==> config.mk <==
export PLATFORM = sky130hd
export DESIGN_NAME = number_to_ascii_formatter
export DESIGN_NICKNAME = d
export VERILOG_FILES = /design/src/hw/rtl/n2a_pkg.sv /design/src/hw/rtl/n2a_dp.sv /design/src/hw/rtl/n2a_ctrl.sv /design/src/hw/rtl/number_to_ascii_formatter.sv
export VERILOG_INCLUDE_DIRS = /design/src /design/src/hw/rtl
export SDC_FILE = /design/constraint.sdc
export NUM_CORES = 1
export LEC_CHECK = 0
export ABC_AREA = 1
export BUFFER_PORTS_ARGS = -buffer_cell sky130_fd_sc_hd__buf_4
export CORE_MARGIN = 2
export CORE_UTILIZATION = 48
export DETAILED_ROUTE_END_ITERATION = 8
export GPL_TIMING_DRIVEN = 1
export PLACE_DENSITY = 0.67
export SYNTH_ARGS = -nofsm -noshare
export SYNTH_HDL_FRONTEND = slang
export SYNTH_SLANG_ARGS = --single-unit
export TNS_END_PERCENT = 50
==> constraint.sdc <==
create_clock -name clk -period 18.9 [get_ports clk]
set_input_delay 0 -clock clk [delete_from_list [all_inputs] [get_ports clk]]
set_output_delay 0 -clock clk [all_outputs]
set_load 0.005 [all_outputs]
==> src/hw/rtl/assert_macros.svh <==
// Assertion macros used by the RTL file that carries checks.
`ifndef ASSERT_MACROS_SVH
`define ASSERT_MACROS_SVH

// Checks a property on every rising edge of clk while arst_n is high.
`define ASSERT_CLK(label, prop, msg) \
	label: assert property (@(posedge clk) disable iff (!arst_n) (prop)) else $error(msg);

// Checks that a trigger is followed in the next cycle by a consequence.
`define ASSERT_NEXT(label, trig, cons, msg) \
	label: assert property (@(posedge clk) disable iff (!arst_n) \
		(trig) |=> (cons)) else $error(msg);

`endif

==> src/hw/rtl/n2a_pkg.sv <==
package n2a_pkg;

	typedef enum logic [2:0] {
		OP_DEC32  = 3'd0,
		OP_HEX32  = 3'd1,
		OP_HEX64  = 3'd2,
		OP_BIN8   = 3'd3,
		OP_BIN16  = 3'd4,
		OP_BIN32  = 3'd5
	} op_t;

	localparam logic [7:0] CH_ZERO = 8'h30;
	localparam logic [7:0] CH_ONE  = 8'h31;
	localparam logic [7:0] CH_UPA  = 8'h41;
	localparam logic [7:0] CH_X    = 8'h78;
	localparam logic [7:0] CH_DOT  = 8'h2e;

	localparam logic [3:0] NIB_MASK  = 4'hf;
	localparam logic [3:0] DEC_RADIX = 4'd10;

	typedef struct packed {
		logic load;
		logic conv_step;
		logic skip;
		logic emit;
	} n2a_cmd_t;

	typedef struct packed {
		logic in_dec;
		logic in_valid;
		logic conv_last;
		logic lead_zero;
		logic last_char;
	} n2a_stat_t;

	function automatic logic [7:0] hex_char(input logic [3:0] nib);
		logic [3:0] n;
		n = nib & NIB_MASK;
		if (n < DEC_RADIX) begin
			return CH_ZERO + {4'd0, n};
		end else begin
			return CH_UPA + {4'd0, n - DEC_RADIX};
		end
	endfunction

endpackage

==> src/hw/rtl/n2a_dp.sv <==
module n2a_dp import n2a_pkg::*; (
	input  logic       clk,
	input  logic       arst_n,
	input  n2a_cmd_t   cmd,
	output n2a_stat_t  stat,
	input  logic [2:0] op,
	input  logic [63:0] value,
	output logic [7:0] character,
	output logic       last
);

	logic [2:0]  op_q;
	logic [63:0] sr_q;
	logic [39:0] bcd_q;
	logic [5:0]  rem_q;
	logic [4:0]  conv_q;
	logic [1:0]  pfx_q;
	logic [3:0]  grp_q;
	logic [39:0] bcd_adj;
	logic [5:0]  load_len;
	logic [63:0] load_sr;

	always_comb begin
		for (int i = 0; i < 10; i++) begin
			if (bcd_q[4*i +: 4] >= 4'd5) begin
				bcd_adj[4*i +: 4] = bcd_q[4*i +: 4] + 4'd3;
			end else begin
				bcd_adj[4*i +: 4] = bcd_q[4*i +: 4];
			end
		end
	end

	always_comb begin
		load_len = 6'd0;
		load_sr  = value;
		case (op)
			OP_DEC32: begin
				load_len = 6'd10;
				load_sr  = {value[31:0], 32'd0};
			end
			OP_HEX32: begin
				load_len = 6'd10;
				load_sr  = {value[31:0], 32'd0};
			end
			OP_HEX64: begin
				load_len = 6'd18;
				load_sr  = value;
			end
			OP_BIN8: begin
				load_len = 6'd8;
				load_sr  = {value[7:0], 56'd0};
			end
			OP_BIN16: begin
				load_len = 6'd17;
				load_sr  = {value[15:0], 48'd0};
			end
			OP_BIN32: begin
				load_len = 6'd35;
				load_sr  = {value[31:0], 32'd0};
			end
			default: begin
				load_len = 6'd0;
				load_sr  = value;
			end
		endcase
	end

	always_comb begin
		stat.in_dec    = (op == OP_DEC32);
		stat.in_valid  = (op <= OP_BIN32);
		stat.conv_last = (conv_q == 5'd0);
		stat.lead_zero = (bcd_q[39:36] == 4'd0) && (rem_q != 6'd1);
		stat.last_char = (rem_q == 6'd1);
	end

	always_comb begin
		character = CH_ZERO;
		case (op_q)
			OP_DEC32: begin
				character = CH_ZERO + {4'd0, bcd_q[39:36]};
			end
			OP_HEX32, OP_HEX64: begin
				if (pfx_q == 2'd2) begin
					character = CH_ZERO;
				end else if (pfx_q == 2'd1) begin
					character = CH_X;
				end else begin
					character = hex_char(sr_q[63:60]);
				end
			end
			OP_BIN8, OP_BIN16, OP_BIN32: begin
				if (grp_q == 4'd8) begin
					character = CH_DOT;
				end else begin
					character = sr_q[63] ? CH_ONE : CH_ZERO;
				end
			end
			default: begin
				character = CH_ZERO;
			end
		endcase
	end

	assign last = stat.last_char;

	always_ff @(posedge clk or negedge arst_n) begin
		if (!arst_n) begin
			op_q   <= OP_DEC32;
			rem_q  <= 6'd0;
			conv_q <= 5'd0;
			pfx_q  <= 2'd0;
			grp_q  <= 4'd0;
		end else if (cmd.load) begin
			op_q   <= op;
			rem_q  <= load_len;
			conv_q <= 5'd31;
			pfx_q  <= ((op == OP_HEX32) || (op == OP_HEX64)) ? 2'd2 : 2'd0;
			grp_q  <= 4'd0;
		end else if (cmd.conv_step) begin
			conv_q <= conv_q - 5'd1;
		end else if (cmd.skip) begin
			rem_q <= rem_q - 6'd1;
		end else if (cmd.emit) begin
			rem_q <= rem_q - 6'd1;
			if (pfx_q != 2'd0) begin
				pfx_q <= pfx_q - 2'd1;
			end
			if (grp_q == 4'd8) begin
				grp_q <= 4'd0;
			end else begin
				grp_q <= grp_q + 4'd1;
			end
		end
	end

	always_ff @(posedge clk) begin
		if (cmd.load) begin
			sr_q  <= load_sr;
			bcd_q <= 40'd0;
		end else if (cmd.conv_step) begin
			sr_q  <= {sr_q[62:0], 1'b0};
			bcd_q <= {bcd_adj[38:0], sr_q[63]};
		end else if (cmd.skip) begin
			bcd_q <= {bcd_q[35:0], 4'd0};
		end else if (cmd.emit) begin
			case (op_q)
				OP_DEC32: begin
					bcd_q <= {bcd_q[35:0], 4'd0};
				end
				OP_HEX32, OP_HEX64: begin
					if (pfx_q == 2'd0) begin
						sr_q <= {sr_q[59:0], 4'd0};
					end
				end
				default: begin
					if (grp_q != 4'd8) begin
						sr_q <= {sr_q[62:0], 1'b0};
					end
				end
			endcase
		end
	end

endmodule

==> src/hw/rtl/n2a_ctrl.sv <==
module n2a_ctrl import n2a_pkg::*; (
	input  logic      clk,
	input  logic      arst_n,
	input  logic      in_valid,
	output logic      in_ready,
	output logic      out_valid,
	input  logic      out_ready,
	output n2a_cmd_t  cmd,
	input  n2a_stat_t stat
);

	typedef enum logic [3:0] {
		ST_IDLE = 4'b0001,
		ST_CONV = 4'b0010,
		ST_SKIP = 4'b0100,
		ST_EMIT = 4'b1000
	} state_t;

	state_t state_q;
	state_t state_d;

	assign in_ready  = (state_q == ST_IDLE);
	assign out_valid = (state_q == ST_EMIT);

	always_comb begin
		state_d       = state_q;
		cmd.load      = 1'b0;
		cmd.conv_step = 1'b0;
		cmd.skip      = 1'b0;
		cmd.emit      = 1'b0;
		case (state_q)
			ST_IDLE: begin
				if (in_valid) begin
					cmd.load = 1'b1;
					if (stat.in_dec) begin
						state_d = ST_CONV;
					end else if (stat.in_valid) begin
						state_d = ST_EMIT;
					end
				end
			end
			ST_CONV: begin
				cmd.conv_step = 1'b1;
				if (stat.conv_last) begin
					state_d = ST_SKIP;
				end
			end
			ST_SKIP: begin
				if (stat.lead_zero) begin
					cmd.skip = 1'b1;
				end else begin
					state_d = ST_EMIT;
				end
			end
			ST_EMIT: begin
				if (out_ready) begin
					cmd.emit = 1'b1;
					if (stat.last_char) begin
						state_d = ST_IDLE;
					end
				end
			end
			default: begin
				state_d = ST_IDLE;
			end
		endcase
	end

	always_ff @(posedge clk or negedge arst_n) begin
		if (!arst_n) begin
			state_q <= ST_IDLE;
		end else begin
			state_q <= state_d;
		end
	end

endmodule

==> src/hw/rtl/number_to_ascii_formatter.sv <==
// Hex and binary items show their first character in the cycle after acceptance;
// decimal items first pass through shift-add-3 conversion, then skip each leading
// zero (up to nine), then check the leading digit before the first digit is shown.
// Output runs at one character per cycle while m_tready is high; the block accepts
// no new item until the last character of the current one has been taken.
// One item is in flight at a time.
// Reset (arst_n low) returns the controller to idle at once; no clearing pass is needed.
`include "assert_macros.svh"

module number_to_ascii_formatter import n2a_pkg::*; (
	input  logic        clk,
	input  logic        arst_n,
	input  logic        s_tvalid,
	output logic        s_tready,
	input  logic [63:0] s_tdata,   // [63:0] value
	input  logic [2:0]  s_tuser,   // [2:0] op
	output logic        m_tvalid,
	input  logic        m_tready,
	output logic [7:0]  m_tdata,   // [7:0] character
	output logic        m_tlast
);

	n2a_cmd_t  cmd;
	n2a_stat_t stat;

	n2a_ctrl u_ctrl (
		.clk       (clk),
		.arst_n    (arst_n),
		.in_valid  (s_tvalid),
		.in_ready  (s_tready),
		.out_valid (m_tvalid),
		.out_ready (m_tready),
		.cmd       (cmd),
		.stat      (stat)
	);

	n2a_dp u_dp (
		.clk       (clk),
		.arst_n    (arst_n),
		.cmd       (cmd),
		.stat      (stat),
		.op        (s_tuser),
		.value     (s_tdata),
		.character (m_tdata),
		.last      (m_tlast)
	);

	`ASSERT_CLK(a_one_side, !(s_tready && m_tvalid), "input and output active together")
	`ASSERT_NEXT(a_last_idle, m_tvalid && m_tready && m_tlast, s_tready, "no idle after last item")
	`ASSERT_NEXT(a_hex_prefix, s_tvalid && s_tready && (s_tuser == OP_HEX32), m_tvalid && (m_tdata == CH_ZERO), "hex item does not start with zero")

endmodule
Word level (Yosys, flattened, before mapping). Cells that the tools add are included.

Logic and storage cells: 156. Bits of input ports: 71. Flip-flop bits (word level): 128.

Equal/unequal tests: 31. Muxes and demuxes: 61. Reductions and logical operators: 26. Magnitude comparators: 12. Add/sub/neg operators: 18.

Operators with widths (count): 2-to-1 mux 64 bit (6); one-hot mux 64 bit (3 select lines) (1); 2-to-1 mux 40 bit (4); one-hot mux 64 bit (2 select lines) (1); 2-to-1 mux 4 bit (21); greater-or-equal comparator 4 x 3 -> 1 bit (second input constant) (10); adder 4 x 2 -> 4 bit (second input constant) (9); 2-to-1 mux 8 bit (4); one-hot mux 6 bit (5 select lines) (1); 2-to-1 mux 6 bit (4); one-hot mux 8 bit (3 select lines) (1); one-hot mux 4 bit (4 select lines) (1); adder 6 x 4 -> 7 bit (first input constant) (2); == test 3 x 2 -> 1 bit (second input constant) (4); == test 3 bit (second input constant) (4); 2-to-1 mux 2 bit (6); nonzero test 3 bit (4); 2-to-1 mux 5 bit (2); adder 7 x 4 -> 8 bit (first input constant) (1); == test 4 bit (second input constant) (2); 2-to-1 mux 1 bit (8); inequality test 2 x 1 -> 1 bit (second input constant) (4); nonzero test 2 bit (4); == test 3 x 1 -> 1 bit (second input constant) (2); 35 further kinds (42).

Longest topological paths before layout.
Depth in word-level cells: 7. Gate-level depth with buffers: 10. Mapped depth without buffers: 10.

By module. Synthesis repeated with hierarchy kept, for this count alone.

Cell total of the unflattened synthesis: 1296. Area total of the unflattened synthesis: 8823.5 um2.

Modules (own cells, without submodules): n2a_dp (area each 8499.4 um2, seq. area each 3223.1 um2, times used 1, cells each 1245); n2a_ctrl (area each 324.1 um2, seq. area each 101.3 um2, times used 1, cells each 51).

Worst setup path before layout. Ideal clock, no wire load.

Kind: reg-to-reg. Start: register u_dp.bcd_q[36]. End: register u_dp.sr_q[0] (enable). Library setup time: 574 ps. Period minus slack after synthesis: 6027 ps. Data required time: 18326 ps. Arrival: 5452 ps. Stages on the path, launching flop included: 8. Path slack: 12873 ps. Path buffers: 0. Cell sequence: dfxtp_1 inv_1 ha_1 inv_1 nor2_1 nand3_4 o21ai_0 o21ai_0.

Longest elaborated chain between the ends: 6.

RTL lines: from (decl) (RTL line n2a_dp.sv:14) `logic [39:0] bcd_q;`; from (signal assigned) (RTL line n2a_dp.sv:142) `bcd_q <= {bcd_adj[38:0], sr_q[63]};`; from (signal assigned) (RTL line n2a_dp.sv:144) `bcd_q <= {bcd_q[35:0], 4'd0};`; from (signal assigned) (RTL line n2a_dp.sv:148) `bcd_q <= {bcd_q[35:0], 4'd0};`; zero test 4 bit (RTL line n2a_dp.sv:72) `stat.lead_zero = (bcd_q[39:36] == 4'd0) && (rem_q != 6'd1);`; logical AND 1 bit (RTL line n2a_dp.sv:72); 2-to-1 mux 1 bit (RTL line n2a_ctrl.sv:49) `if (stat.lead_zero) begin`; 2-to-1 mux 1 bit (RTL line n2a_ctrl.sv:31) `case (state_q)`; inequality test 3 x 1 -> 1 bit (no source line); AND reduction 5 bit (no source line); to (signal assigned) (RTL line n2a_dp.sv:141) `sr_q <= {sr_q[62:0], 1'b0};`; to (signal assigned) (RTL line n2a_dp.sv:152) `sr_q <= {sr_q[59:0], 4'd0};`; to (signal assigned) (RTL line n2a_dp.sv:157) `sr_q <= {sr_q[62:0], 1'b0};`; to (decl) (RTL line n2a_dp.sv:13) `logic [63:0] sr_q;`.

Every way passes these cells. A chain may end at the register's enable or synchronous reset.

Final worst setup path.
Start: register u_ctrl.state_q[2]. End: register u_dp.sr_q[10] (enable).

Longest elaborated chain between the ends: 4. Elaborated cells on any way between the ends: 14.

RTL lines: from (decl) (RTL line n2a_ctrl.sv:19) `state_t state_q;`; from (signal assigned) (RTL line n2a_ctrl.sv:73) `state_q <= state_d;`; == test 4 x 2 -> 1 bit, or another cell as far along (RTL line n2a_ctrl.sv:31); 2-to-1 mux 1 bit (RTL line n2a_ctrl.sv:31); inequality test 4 x 3 -> 1 bit (no source line), or another cell as far along; AND reduction 5 bit (no source line) (*).

Every way passes the cells marked *; elsewhere a longest branch is shown, timed or not.

==> results.tsv <==
metric	value	unit
p_leak	5.041	nW
grt_max_degree	100	
drt-pass1-iter-count	5	
cts_tree	done	
status	finished clean	
grt_pass1_wl	38580	µm
cts-root-buf	clkbuf_16	
skew	7.779	ps
core.rowCount	49	
track_usage	24.31	%
final_cell_mix	nand2_1 (395), inv_1 (148), nor2_1 (120), nand3_1 (116), o21ai_0 (105)	
grt_pass1_vias	7835	
globalRouteMet2Util	39.24	%
place_congestion	0.9304	
setup_tns	0	ps
tightest_slew	1008	ps
met1_usage	33.30	%
synth-seq-cells	128	
peakVddDrop	0.00009818	V
cts_resized	0	
synth_nets	1383	
post-dp-hpwl	15440	µm
fin_crit_sh	18.07	%
route.detailed.wl_per_inst	14.51	µm
hold_violations	0	
cts_setup_buffers	0	
min_delay_path_depth	5	
die_h	139.3	µm
relSlewSlack	32.77	%
ys_types	38	
drcViolationCount	0	
diodes	0	
syn_to_final_growth	17.63	%
grt.busiest_layer	met2	
grtUsageMet3	4.646	%
yosys.area.top_type	edfxtp_1	
finalNetCount	1465	
grt_setup_unrepaired	no	
startpoint_type	flop	
critPathRequiredTime	18940	ps
fmax	292.7	MHz
die_w	139.3	µm
ant_nets	0	
netlist.area_leader.share	21.86	%
drv_cap	0	
critPathArrivalTime	3460	ps
vias_per_cell	5.299	
drt_iter0_drc	767	
min_period	3416	ps
clkSinkCount	128	
postSynthAreaPerCell	6.874	µm²
start_util	48.94	%
antenna_found_initial	0	
fp.coreArea	17960	µm²
die_area	19420	µm²
numCtsBuffers	17	
grt-ovfl-total	0	
reg2reg_depth	10	
numPortBuffers	80	
synth_cells	1279	
final_max_slew_viol_count	0	
wl	23260	µm
layoutNonFillerInstCount	1603	
critPathCaptureType	flop	
hold_buffers	37	
clk_path_buf_depth	2	
clkLatencyLatePin	420	ps
dp_cells	1534	
synthesis.area	8792	µm²
final_common_cell	nand2_1	
finalSetupViolCount	0	
worstPathMaxFanout	99	
hp-class	primary input to flop	
vias	8495	
ioPinCount	82	
drive_gt1_share	9.971	%
synth_warnings	0	
cts.clk_slew.worst_paths	60	ps
yosysSeqAreaShare	37.81	%
p_per_area	158.6	nW/µm²
synth.area.top_cells	edfxtp_1 (22%), nand2_1 (17%), dfxtp_1 (9.1%)	
htreeDepth	4	
crit_type	flop to flop	
through the flow:
step           setup WS [ps]  power (mW)  hold WS [ps]  util [%]  instance area [µm²]
5_1_grt                15140       1.789         23.93     57.57                10340
4_1_cts                15460       1.642         3.806     57.57                10340
3_3_place_gp           15520       1.288        -78.80     52.30                 9395
3_5_place_dp           15450       1.302        -74.16     52.30                 9395
6_report               15480       1.641         20.56     57.57                10340
2_1_floorplan          12870       1.131        -295.6         -                 8792
power breakdown:
group          switching (mW)  total (mW)  internal, mW
logic                   0.483       0.753         0.270
clock network           0.126       0.326         0.201
registers              0.0889       0.561         0.472
total                   0.698        1.64         0.943
sequential cells by signal, summed over array words and instances, names as in the netlist:
register        flops
u_ctrl.state_q      4
u_dp.bcd_q         40
u_dp.conv_q         5
u_dp.grp_q          4
u_dp.op_q           3
u_dp.pfx_q          2
u_dp.rem_q          6
u_dp.sr_q          64
layer usage:
metal  vias to the layer above  wire length, µm
met5                         -                0
met4                         0              505
met3                        30             1414
met2                       294            10670
met1                      3830            10670
li1                       4341                -
synth_stat cells, drive strengths merged:
cell,n
a21o,1
a21oi,18
a22oi,1
and2,8
buf,50
clkbuf,10
clkinv,1
conb,1
dfrtp,23
dfstp,1
dfxtp,40
edfxtp,64
ha,33
inv,153
nand2,400
nand3,118
nand4,20
nor2,128
nor3,3
o2111ai,7
o211ai,17
o21ai,154
o21bai,1
o22ai,20
o2bb2ai,1
xnor2,4
xor2,2
area by class of cell:
cell class | count | area, µm²
clock buffer | 22 | 464.2
inverter | 154 | 578.1
clock inverter | 10 | 112.6
timing repair buffer | 123 | 1016
multi-input combinational | 937 | 4561
sequential | 128 | 3324
tap | 229 | 286.5
fill | 1771 | 7621
final timing paths:
check / slack [ps] / end / startpoint
max: 15480 / u_dp.sr_q[10] / u_ctrl.state_q[2]
min: 20 / u_dp.sr_q[37] / s_tdata[37]
max reg2reg: 15480 / u_dp.sr_q[10] / u_ctrl.state_q[2]
min reg2reg: 490 / u_dp.conv_q[4] / u_dp.conv_q[4]
max in group asynchronous: 18580 / u_ctrl.state_q[0] / arst_n
min in group asynchronous: 30 / u_dp.rem_q[0] / arst_n
cells by family after synthesis:
kind of cell / after synthesis / synth area share, %
compound gates: 220 / 13.72
xor+xnor: 6 / 0.5977
fa+ha+maj: 33 / 4.696
buf+inv: 214 / 10.50
flops: 128 / 37.81
other cells: 1 / 0.04265
simple gates: 677 / 32.63
critical path: stages, from the launching register on:
cell and delay (ps):
dfrtp_1 410, nor2_1 150, nand3_1 170, nor2_4 110, buf_4 580, inv_2 40
buf_4 440, nand2_1 240, inv_1 100, o21ai_4 60, buf_4 670
Power figures use the tool's default switching activity.
